## src/hdl/upd_pkg.sv

```systemverilog
package upd_pkg;

  localparam logic [7:0] PCT_CHAR  = 8'h25;
  localparam logic [7:0] ASCII_MAX = 8'h7F;

  // escape phase codes
  localparam logic [1:0] ESC_IDLE = 2'd0;
  localparam logic [1:0] ESC_PCT  = 2'd1;
  localparam logic [1:0] ESC_HIGH = 2'd2;

  // status / failure codes
  localparam logic [1:0] STAT_OK     = 2'd0;
  localparam logic [1:0] STAT_BADESC = 2'd1;
  localparam logic [1:0] STAT_FORBID = 2'd2;
  localparam logic [1:0] STAT_UTF8   = 2'd3;

  // configuration register indexes
  localparam logic [1:0] REG_ASCII_FORBID = 2'd0;
  localparam logic [1:0] REG_ILLEGAL_EN   = 2'd1;
  localparam logic [1:0] REG_ILLEGAL_CHAR = 2'd2;

  localparam logic [7:0] ILLEGAL_CHAR_RST = 8'd47;

  typedef struct packed {
    logic [1:0] remaining;
    logic [2:0] lead_class;
    logic       stopped;
  } utf8_st_t;

  typedef struct packed {
    logic [1:0] phase;
    logic [3:0] hex_high;
    logic [1:0] fail;
    utf8_st_t   utf;
  } stream_st_t;

  typedef struct packed {
    logic       ascii_forbid;
    logic       illegal_en;
    logic [7:0] illegal_char;
  } cfg_t;

  typedef struct packed {
    logic       present;
    logic [7:0] data;
    logic       emit;
    logic       done;
    logic [1:0] status;
  } result_t;

  localparam stream_st_t STREAM_RST = '{phase: ESC_IDLE, hex_high: 4'd0, fail: STAT_OK,
                                        utf: '{remaining: 2'd0, lead_class: 3'd0,
                                               stopped: 1'b0}};

endpackage

```

## src/hdl/upd_utf8.sv

```systemverilog
module upd_utf8
  import upd_pkg::*;
(
  input  utf8_st_t   cur,
  input  logic [7:0] data,
  output utf8_st_t   nxt,
  output logic       ok
);

  localparam logic [2:0] LC_NONE = 3'd0;
  localparam logic [2:0] LC_E0   = 3'd1;
  localparam logic [2:0] LC_ED   = 3'd2;
  localparam logic [2:0] LC_F0   = 3'd3;
  localparam logic [2:0] LC_F4   = 3'd4;

  logic [7:0] lo;
  logic [7:0] hi;

  // continuation byte window narrowed by the lead byte
  always_comb begin
    lo = 8'h80;
    hi = 8'hBF;
    case (cur.lead_class)
      LC_E0:   lo = 8'hA0;
      LC_ED:   hi = 8'h9F;
      LC_F0:   lo = 8'h90;
      LC_F4:   hi = 8'h8F;
      default: ;
    endcase
  end

  always_comb begin
    nxt = cur;
    ok  = 1'b1;
    if (cur.stopped) begin
      ok = 1'b1;
    end else if (cur.remaining == 2'd0) begin
      nxt.lead_class = LC_NONE;
      if (data == 8'h00) begin
        nxt.stopped = 1'b1;
      end else if (data <= ASCII_MAX) begin
        ok = 1'b1;
      end else if (data < 8'hC2) begin
        ok = 1'b0;
      end else if (data < 8'hE0) begin
        nxt.remaining = 2'd1;
      end else if (data < 8'hF0) begin
        nxt.remaining  = 2'd2;
        nxt.lead_class = (data == 8'hE0) ? LC_E0 : (data == 8'hED) ? LC_ED : LC_NONE;
      end else if (data < 8'hF5) begin
        nxt.remaining  = 2'd3;
        nxt.lead_class = (data == 8'hF0) ? LC_F0 : (data == 8'hF4) ? LC_F4 : LC_NONE;
      end else begin
        ok = 1'b0;
      end
    end else begin
      if (data < lo || data > hi) begin
        ok = 1'b0;
      end else begin
        nxt.lead_class = LC_NONE;
        nxt.remaining  = cur.remaining - 2'd1;
      end
    end
  end

endmodule

```

## src/hdl/upd_step.sv

```systemverilog
module upd_step
  import upd_pkg::*;
(
  input  stream_st_t cur,
  input  cfg_t       cfg,
  input  logic [7:0] in_byte,
  input  logic       last_byte,
  output stream_st_t nxt,
  output result_t    res
);

  logic       hex_ok;
  logic [3:0] hex_val;
  logic [1:0] fail;
  logic [1:0] phase;
  logic [3:0] hex_high;
  logic       emit;
  logic [7:0] dec;
  logic [7:0] esc_byte;
  utf8_st_t   utf_calc;
  utf8_st_t   utf_nxt;
  logic       utf_ok;

  always_comb begin
    hex_ok  = 1'b1;
    hex_val = 4'd0;
    if (in_byte >= 8'h30 && in_byte <= 8'h39) begin
      hex_val = 4'(in_byte - 8'h30);
    end else if (in_byte >= 8'h41 && in_byte <= 8'h46) begin
      hex_val = 4'(in_byte - 8'h37);
    end else if (in_byte >= 8'h61 && in_byte <= 8'h66) begin
      hex_val = 4'(in_byte - 8'h57);
    end else begin
      hex_ok = 1'b0;
    end
  end

  assign esc_byte = {cur.hex_high, hex_val};

  // escape decode
  always_comb begin
    fail     = cur.fail;
    phase    = cur.phase;
    hex_high = cur.hex_high;
    emit     = 1'b0;
    dec      = 8'h00;
    if (cur.fail == STAT_OK) begin
      case (cur.phase)
        ESC_IDLE: begin
          if (in_byte == PCT_CHAR) begin
            phase = ESC_PCT;
          end else begin
            dec  = in_byte;
            emit = 1'b1;
          end
        end
        ESC_PCT: begin
          if (!hex_ok) begin
            fail = STAT_BADESC;
          end else begin
            hex_high = hex_val;
            phase    = ESC_HIGH;
          end
        end
        default: begin
          if (!hex_ok) begin
            fail = STAT_BADESC;
          end else begin
            dec = esc_byte;
            if (esc_byte == 8'h00) begin
              fail = STAT_BADESC;
            end else if (cfg.ascii_forbid && esc_byte <= ASCII_MAX) begin
              fail = STAT_FORBID;
            end else if (cfg.illegal_en && esc_byte == cfg.illegal_char) begin
              fail = STAT_FORBID;
            end else begin
              emit = 1'b1;
            end
          end
          phase = ESC_IDLE;
        end
      endcase
    end
  end

  upd_utf8 u_utf8 (
    .cur  (cur.utf),
    .data (dec),
    .nxt  (utf_calc),
    .ok   (utf_ok)
  );

  // UTF-8 check, end-of-string resolution
  always_comb begin
    nxt          = STREAM_RST;
    res          = '0;
    nxt.fail     = fail;
    nxt.phase    = phase;
    nxt.hex_high = hex_high;
    utf_nxt      = cur.utf;
    res.emit     = emit;
    if (emit) begin
      utf_nxt = utf_calc;
      if (!utf_ok) begin
        nxt.fail = STAT_UTF8;
        res.emit = 1'b0;
      end
    end
    nxt.utf = utf_nxt;
    if (nxt.fail != STAT_OK) begin
      nxt.phase = ESC_IDLE;
    end
    if (last_byte) begin
      if (nxt.fail == STAT_OK && nxt.phase != ESC_IDLE) begin
        nxt.fail = STAT_BADESC;
      end
      if (nxt.fail == STAT_OK && !utf_nxt.stopped && utf_nxt.remaining != 2'd0) begin
        nxt.fail = STAT_UTF8;
      end
      res.status = nxt.fail;
    end
    res.done    = last_byte;
    res.data    = res.emit ? dec : 8'h00;
    res.present = res.emit | last_byte;
    if (last_byte) begin
      nxt = STREAM_RST;
    end
  end

endmodule

```

## src/hdl/uri_percent_decoder.sv

```systemverilog
// Streaming percent-escape decoder. One raw URI byte per word on the input
// channel (in_byte, last_byte), with a new word accepted every clock as long
// as the result register is free or being drained in the same cycle, so the
// sustained rate is one byte per cycle; the decode and UTF-8 check of a byte
// is a single pass of combinational logic that lands in the result register.
// A result word is produced for every decoded byte that passes its checks
// and always for the last byte of a string; '%' and the first hex digit of
// an escape produce nothing, nor does anything after a failure.
// The result of the last byte has done_res set and carries status: 0 ok,
// 1 bad or truncated escape, 2 forbidden escape, 3 invalid UTF-8. Bytes
// already delivered before a failure must be dropped by the consumer. The
// configuration registers (0 ascii_escape_forbidden, 1 illegal_enable,
// 2 illegal_char) are written through cfg_we/cfg_index/cfg_data and should
// only change between strings while the block is idle.
module uri_percent_decoder
  import upd_pkg::*;
(
  input  logic       clk,
  input  logic       rst,
  // config write port
  input  logic       cfg_we,
  input  logic [1:0] cfg_index,
  input  logic [7:0] cfg_data,
  // input word
  input  logic       in_valid,
  output logic       in_ready,
  input  logic [7:0] in_byte,
  input  logic       last_byte,
  // result word
  output logic       res_valid,
  input  logic       res_ready,
  output logic [7:0] out_byte,
  output logic       out_valid,
  output logic       done_res,
  output logic [1:0] status
);

  cfg_t       cfg;
  stream_st_t st;
  stream_st_t st_next;
  result_t    res_next;
  logic       acc;

  // Result register frees up in the same cycle it is drained.
  assign in_ready = !res_valid || res_ready;
  assign acc      = in_valid && in_ready;

  always_ff @(posedge clk) begin
    if (rst) begin
      cfg.ascii_forbid <= 1'b0;
      cfg.illegal_en   <= 1'b0;
      cfg.illegal_char <= ILLEGAL_CHAR_RST;
    end else if (cfg_we) begin
      case (cfg_index)
        REG_ASCII_FORBID: cfg.ascii_forbid <= cfg_data[0];
        REG_ILLEGAL_EN:   cfg.illegal_en   <= cfg_data[0];
        REG_ILLEGAL_CHAR: cfg.illegal_char <= cfg_data;
        default:          ;
      endcase
    end
  end

  upd_step u_step (
    .cur       (st),
    .cfg       (cfg),
    .in_byte   (in_byte),
    .last_byte (last_byte),
    .nxt       (st_next),
    .res       (res_next)
  );

  // stream state advances once per accepted byte
  always_ff @(posedge clk) begin
    if (rst) begin
      st <= STREAM_RST;
    end else if (acc) begin
      st <= st_next;
    end
  end

  always_ff @(posedge clk) begin
    if (rst) begin
      res_valid <= 1'b0;
    end else if (acc) begin
      res_valid <= res_next.present;
    end else if (res_ready) begin
      res_valid <= 1'b0;
    end
  end

  // payload: loaded only when a word is produced
  always_ff @(posedge clk) begin
    if (acc && res_next.present) begin
      out_byte  <= res_next.data;
      out_valid <= res_next.emit;
      done_res  <= res_next.done;
      status    <= res_next.status;
    end
  end

  // Intermediate results always carry a byte and an ok status.
  a_mid_has_byte: assert property (@(posedge clk) disable iff (rst)
    res_valid && !done_res |-> out_valid && status == STAT_OK)
    else $error("intermediate result without byte or with status");

  // A string end leaves the stream state clean for the next string.
  a_clear_after_last: assert property (@(posedge clk) disable iff (rst)
    acc && last_byte |=> st.phase == ESC_IDLE && st.fail == STAT_OK &&
                         st.utf.remaining == 2'd0 && !st.utf.stopped)
    else $error("stream state not cleared after last byte");

  // A pending escape never coexists with a recorded failure.
  a_no_pending_on_fail: assert property (@(posedge clk) disable iff (rst)
    st.phase != ESC_IDLE |-> st.fail == STAT_OK)
    else $error("escape pending after failure");

  // Once failed, non-final bytes produce no result.
  a_silent_after_fail: assert property (@(posedge clk) disable iff (rst)
    acc && st.fail != STAT_OK && !last_byte |=> !res_valid)
    else $error("result produced after failure");

endmodule

```

## config.mk

```make
export PLATFORM = sky130hd
export DESIGN_NAME = uri_percent_decoder
export DESIGN_NICKNAME = d
export VERILOG_FILES = /design/src/hdl/upd_pkg.sv /design/src/hdl/upd_utf8.sv /design/src/hdl/upd_step.sv /design/src/hdl/uri_percent_decoder.sv
export SDC_FILE = /design/constraint.sdc
export NUM_CORES = 1
export LEC_CHECK = 0
export BUFFER_PORTS_ARGS = -buffer_cell sky130_fd_sc_hd__buf_2
export CORE_MARGIN = 2
export CORE_UTILIZATION = 50
export CTS_CLUSTER_DIAMETER = 120
export CTS_CLUSTER_SIZE = 16
export DETAILED_ROUTE_END_ITERATION = 10
export HOLD_SLACK_MARGIN = 0.06
export PLACE_DENSITY = 0.81
export SLEW_MARGIN = 20
export SYNTH_ARGS = -nofsm -noshare
export SYNTH_HDL_FRONTEND = slang
export SYNTH_SLANG_ARGS = --single-unit
```

## constraint.sdc

```tcl
create_clock -name clk -period 4.45 [get_ports clk]
set_input_delay 0 -clock clk [delete_from_list [all_inputs] [get_ports clk]]
set_output_delay 0 -clock clk [all_outputs]
set_load 0.01 [all_outputs]
```

==> results.txt <==
* Outcome: complete, no violations
- Static leakage: about 0.0013 uW
- The initial utilization of the core area, before any placement, comes to 0.514.
* Number of synthesized flops with an enable pin: 12
* Area of the mapped netlist: around 2800 sq um
* Number of filler cells placed in the layout: ~500
- Reg2Reg Setup Slack: between 0.4 and 0.5 ns
- Avg Vias per Cell: between 6 and 7
* Count of standard-cell rows: 27
- 38 I/O pins were placed.
- Leaving out fill and tap cells, the most frequent cell in the layout is sky130_fd_sc_hd__nor2_1.
- CTS saw 37 sinks.
* Final Power: around 850 uW
* Maximum VDD drop: between 150 and 200 uV
* Height of the die: 79.0 um
- Dominant register cell in the synthesized netlist: sky130_fd_sc_hd__dfxtp_1
- DRC: 0
* Setup Crit Path Kind: reg -> reg
- The final count of hold timing violations was 0.
- Hold WC Path Type: in -> reg
* Synthesized area per cell: about 8.5 sq um
* Share of total power in sequential cells: 0.448
* Synth cell types: 81
- Crit. End Element: flop
* Remaining global-route overflow: 0
* Sequential cell area fraction in the yosys report: 0.306
- The worst setup path is launched from a flop.
* Actual slew at the worst max-slew pin: approximately 1.1 ns
- Full die area: 6240 sq um
* Synth warnings: 0
- Largest area contributor in the netlist: sky130_fd_sc_hd__dfxtp_1
* Setup total negative slack: 0 ns
- Top fanout value on the critical path: 12
- Worst Path Required: between 4 and 5 ns
* Setup skew after layout: around 0.0055 ns
- Worst hold-check slack: roughly 0.067 ns
- Clock Tree Root: sky130_fd_sc_hd__clkbuf_8
- For the finished layout, the period the worst path requires is ~4.0 ns.
- Power density over the cells: 262 nW/um^2
- Clock Power Share: 0.299
- Cell internal power was estimated by the tool at roughly 590 uW.
* Count of input and output buffers: 37
- CTS buffer count: 5
- The H-tree was split into 2 levels.
- Wire length after detailed routing: 7500 um
- Fraction of the cycle the final worst path needs: 0.898
* Layout cell share with drive strength beyond 1: 0.217
- Before antenna repair, the detailed router went through 5 iterations.
- Of the post-synthesis cell area, the dominant cell type holds 0.178.
- The share of total power dissipated in combinational logic is 0.253.
* Number of DRC markers after the initial detailed-route iteration: between 300 and 400
- Estimated wirelength of the detail-placed design: approximately 5600 um
* Antenna violation net count after detailed routing: 0
- CTS clk-pin slew, worst paths: ~0.08 ns
- The via count of the first global-routing pass is between 2000 and 3000.
- Switching share of power: 0.310
- Max-slew violation count: 0
- Clock latency on the worst-skew pair, taken at its later pin, is around 0.30 ns.
* Worst-case clock buffer depth: 2
- GRT Total Usage: 0.253
* Wire length per cell after detailed routing: 16.8 um
* Layout area overhead: 15.0%
- Static timing analysis puts the maximum clock frequency at around 250 MHz.
* Max-slew headroom: 0.265
- The library cells used most frequently in the layout, excluding fill and tap cells, are 40 x sky130_fd_sc_hd__nor2_1, 37 x sky130_fd_sc_hd__buf_2, 29 x sky130_fd_sc_hd__nand2_1.
- Entering global routing, the biggest net connects 26 pins.
- The analysis attributes to net switching a power of 263 uW.
- RSZ-0062 raised after global routing: no
- Largest cells by area after synthesis: sky130_fd_sc_hd__dfxtp_1 18%, sky130_fd_sc_hd__edfxtp_1 13%, sky130_fd_sc_hd__nor2_1 5.3%
- Gpl congestion: 0.967
- CTS tree: yes
* Worst Path Arrival: 3.92 ns
- Total setup violations reported at the end of the flow: 0
* Global-route wire length before repair: ~12000 um
- Synthesis handed over a netlist of approximately 330 instances.
* Antenna Cells: 0
- Synthesis-stage register bit count: 37
- In the final design database the tool counted just over 400 nets.
- # Max-Cap Violations: 0
- For this block, the via count after detailed routing is around 2800.
- The core region is about 5500 sq um.
- Asr flop ratio synth: 0
- Number of antenna violations at the first check in global routing: 0
* Die span in x: 79.0 um
- Net count of the mapped netlist: 360
## power groups by stage
stage / combinational (uW) / sequential [uW] / clock [uW]
after floorplan: 135 / 394 / 0
after global placement: 199 / 387 / 0
after detailed placement: 203 / 388 / 0
after CTS: 210 / 380 / 254
after global routing: 234 / 382 / 269
final: 215 / 380 / 254
## flip-flops by register name, indices dropped and copies added (netlist names)
| signal | count |
|---|---|
| cfg | 10 |
| out_byte | 8 |
| st | 14 |
| res_valid | 1 |
| status | 2 |
| done_res | 1 |
| out_valid | 1 |
## final cells by class
| cell class | count | area (sq um) | share of cell area |
|---|---|---|---|
| clock buffers | 7 | 86.3 | 0.0267 |
| clock inverters | 1 | 6.26 | 0.00193 |
| inverters | 15 | 56.3 | 0.0174 |
| multi-input cells | 262 | 1810 | 0.561 |
| flip-flops and latches | 37 | 861 | 0.266 |
| well taps | 72 | 90.1 | 0.0279 |
| repair buffers | 52 | 320 | 0.0990 |
## per-stage QoR
stage	worst slack, ns	instance area, sq um	cells	utilization
floorplan	0.694	2810	329	-
global placement	0.654	3050	429	0.558
detailed placement	0.434	3050	429	0.558
CTS	0.525	3230	446	0.591
global route	0.252	3230	446	0.591
finish	0.453	3230	446	0.591
## Yosys cell counts (3+ instances only)
cell type                   count
sky130_fd_sc_hd__a22oi_1       12
sky130_fd_sc_hd__nor3b_1        6
sky130_fd_sc_hd__edfxtp_1      12
sky130_fd_sc_hd__a31oi_1        5
sky130_fd_sc_hd__nor2b_1        4
sky130_fd_sc_hd__and3_1         4
sky130_fd_sc_hd__a211oi_1       5
sky130_fd_sc_hd__inv_1         15
sky130_fd_sc_hd__nand3b_1       7
sky130_fd_sc_hd__buf_2          4
sky130_fd_sc_hd__nor4_1         4
sky130_fd_sc_hd__dfxtp_1       25
sky130_fd_sc_hd__or2_1          3
sky130_fd_sc_hd__a2bb2oi_1      3
sky130_fd_sc_hd__nand3_1       13
sky130_fd_sc_hd__ha_1           7
sky130_fd_sc_hd__clkbuf_1       8
sky130_fd_sc_hd__nand2_1       29
sky130_fd_sc_hd__mux2i_1        3
sky130_fd_sc_hd__nand2b_1       5
sky130_fd_sc_hd__a21oi_1       20
sky130_fd_sc_hd__o21ai_0        9
sky130_fd_sc_hd__o22ai_1        3
sky130_fd_sc_hd__xor2_1         4
sky130_fd_sc_hd__a21o_1         3
sky130_fd_sc_hd__nor3_1         7
sky130_fd_sc_hd__nor2_1        40
## cell families (layout without fill, tap and decap cells)
kind of cell	count (synthesis)	count (layout)	share of synthesized area
XOR/XNOR	6	6	0.0187
AND/OR/NAND/NOR	150	150	0.298
multiplexers	5	5	0.0187
flip-flops	37	37	0.306
buffers and inverters	30	75	0.0485
adder cells (fa/ha/maj)	7	7	0.0312
AO/OA/AOI/OAI	94	94	0.279
## critical path: stages (launching register included)
cell	delay, ns
sky130_fd_sc_hd__dfxtp_1	0.37
sky130_fd_sc_hd__nor2_1	0.50
sky130_fd_sc_hd__and2_0	0.38
sky130_fd_sc_hd__o21a_4	0.22
sky130_fd_sc_hd__a22oi_2	0.09
sky130_fd_sc_hd__inv_1	0.14
sky130_fd_sc_hd__ha_1	0.19
sky130_fd_sc_hd__o21ai_0	0.09
sky130_fd_sc_hd__a211oi_1	0.35
sky130_fd_sc_hd__and3_2	0.32
sky130_fd_sc_hd__o31ai_2	0.08
sky130_fd_sc_hd__a21oi_1	0.88
## metal layers
| metal | up-vias | track usage | part of all wire |
|---|---|---|---|
| met3 | 15 | 0.0420 | 0.092 |
| met4 | 0 | 0.0793 | 0.016 |
| met2 | 171 | 0.422 | 0.47 |
| met5 | - | 0 | 0 |
| li1 | 1318 | - | - |
| met1 | 1277 | 0.336 | 0.42 |
## repair_timing
item                                   4_1_cts  5_1_grt
endpoints found under the hold margin       11        0
gates resized for setup                      0        0
hold buffers                                 9        0
buffers inserted                             0        0
## path summary, 6_finish.rpt
path,from,to,depth (start not counted)
worst max-delay path,st[7],out_byte[3],11
worst min-delay path,last_byte,done_res,1
worst max register to register,st[7],out_byte[3],11
worst min register to register,cfg[4],cfg[4],2
Power figures use the tool's default switching activity.
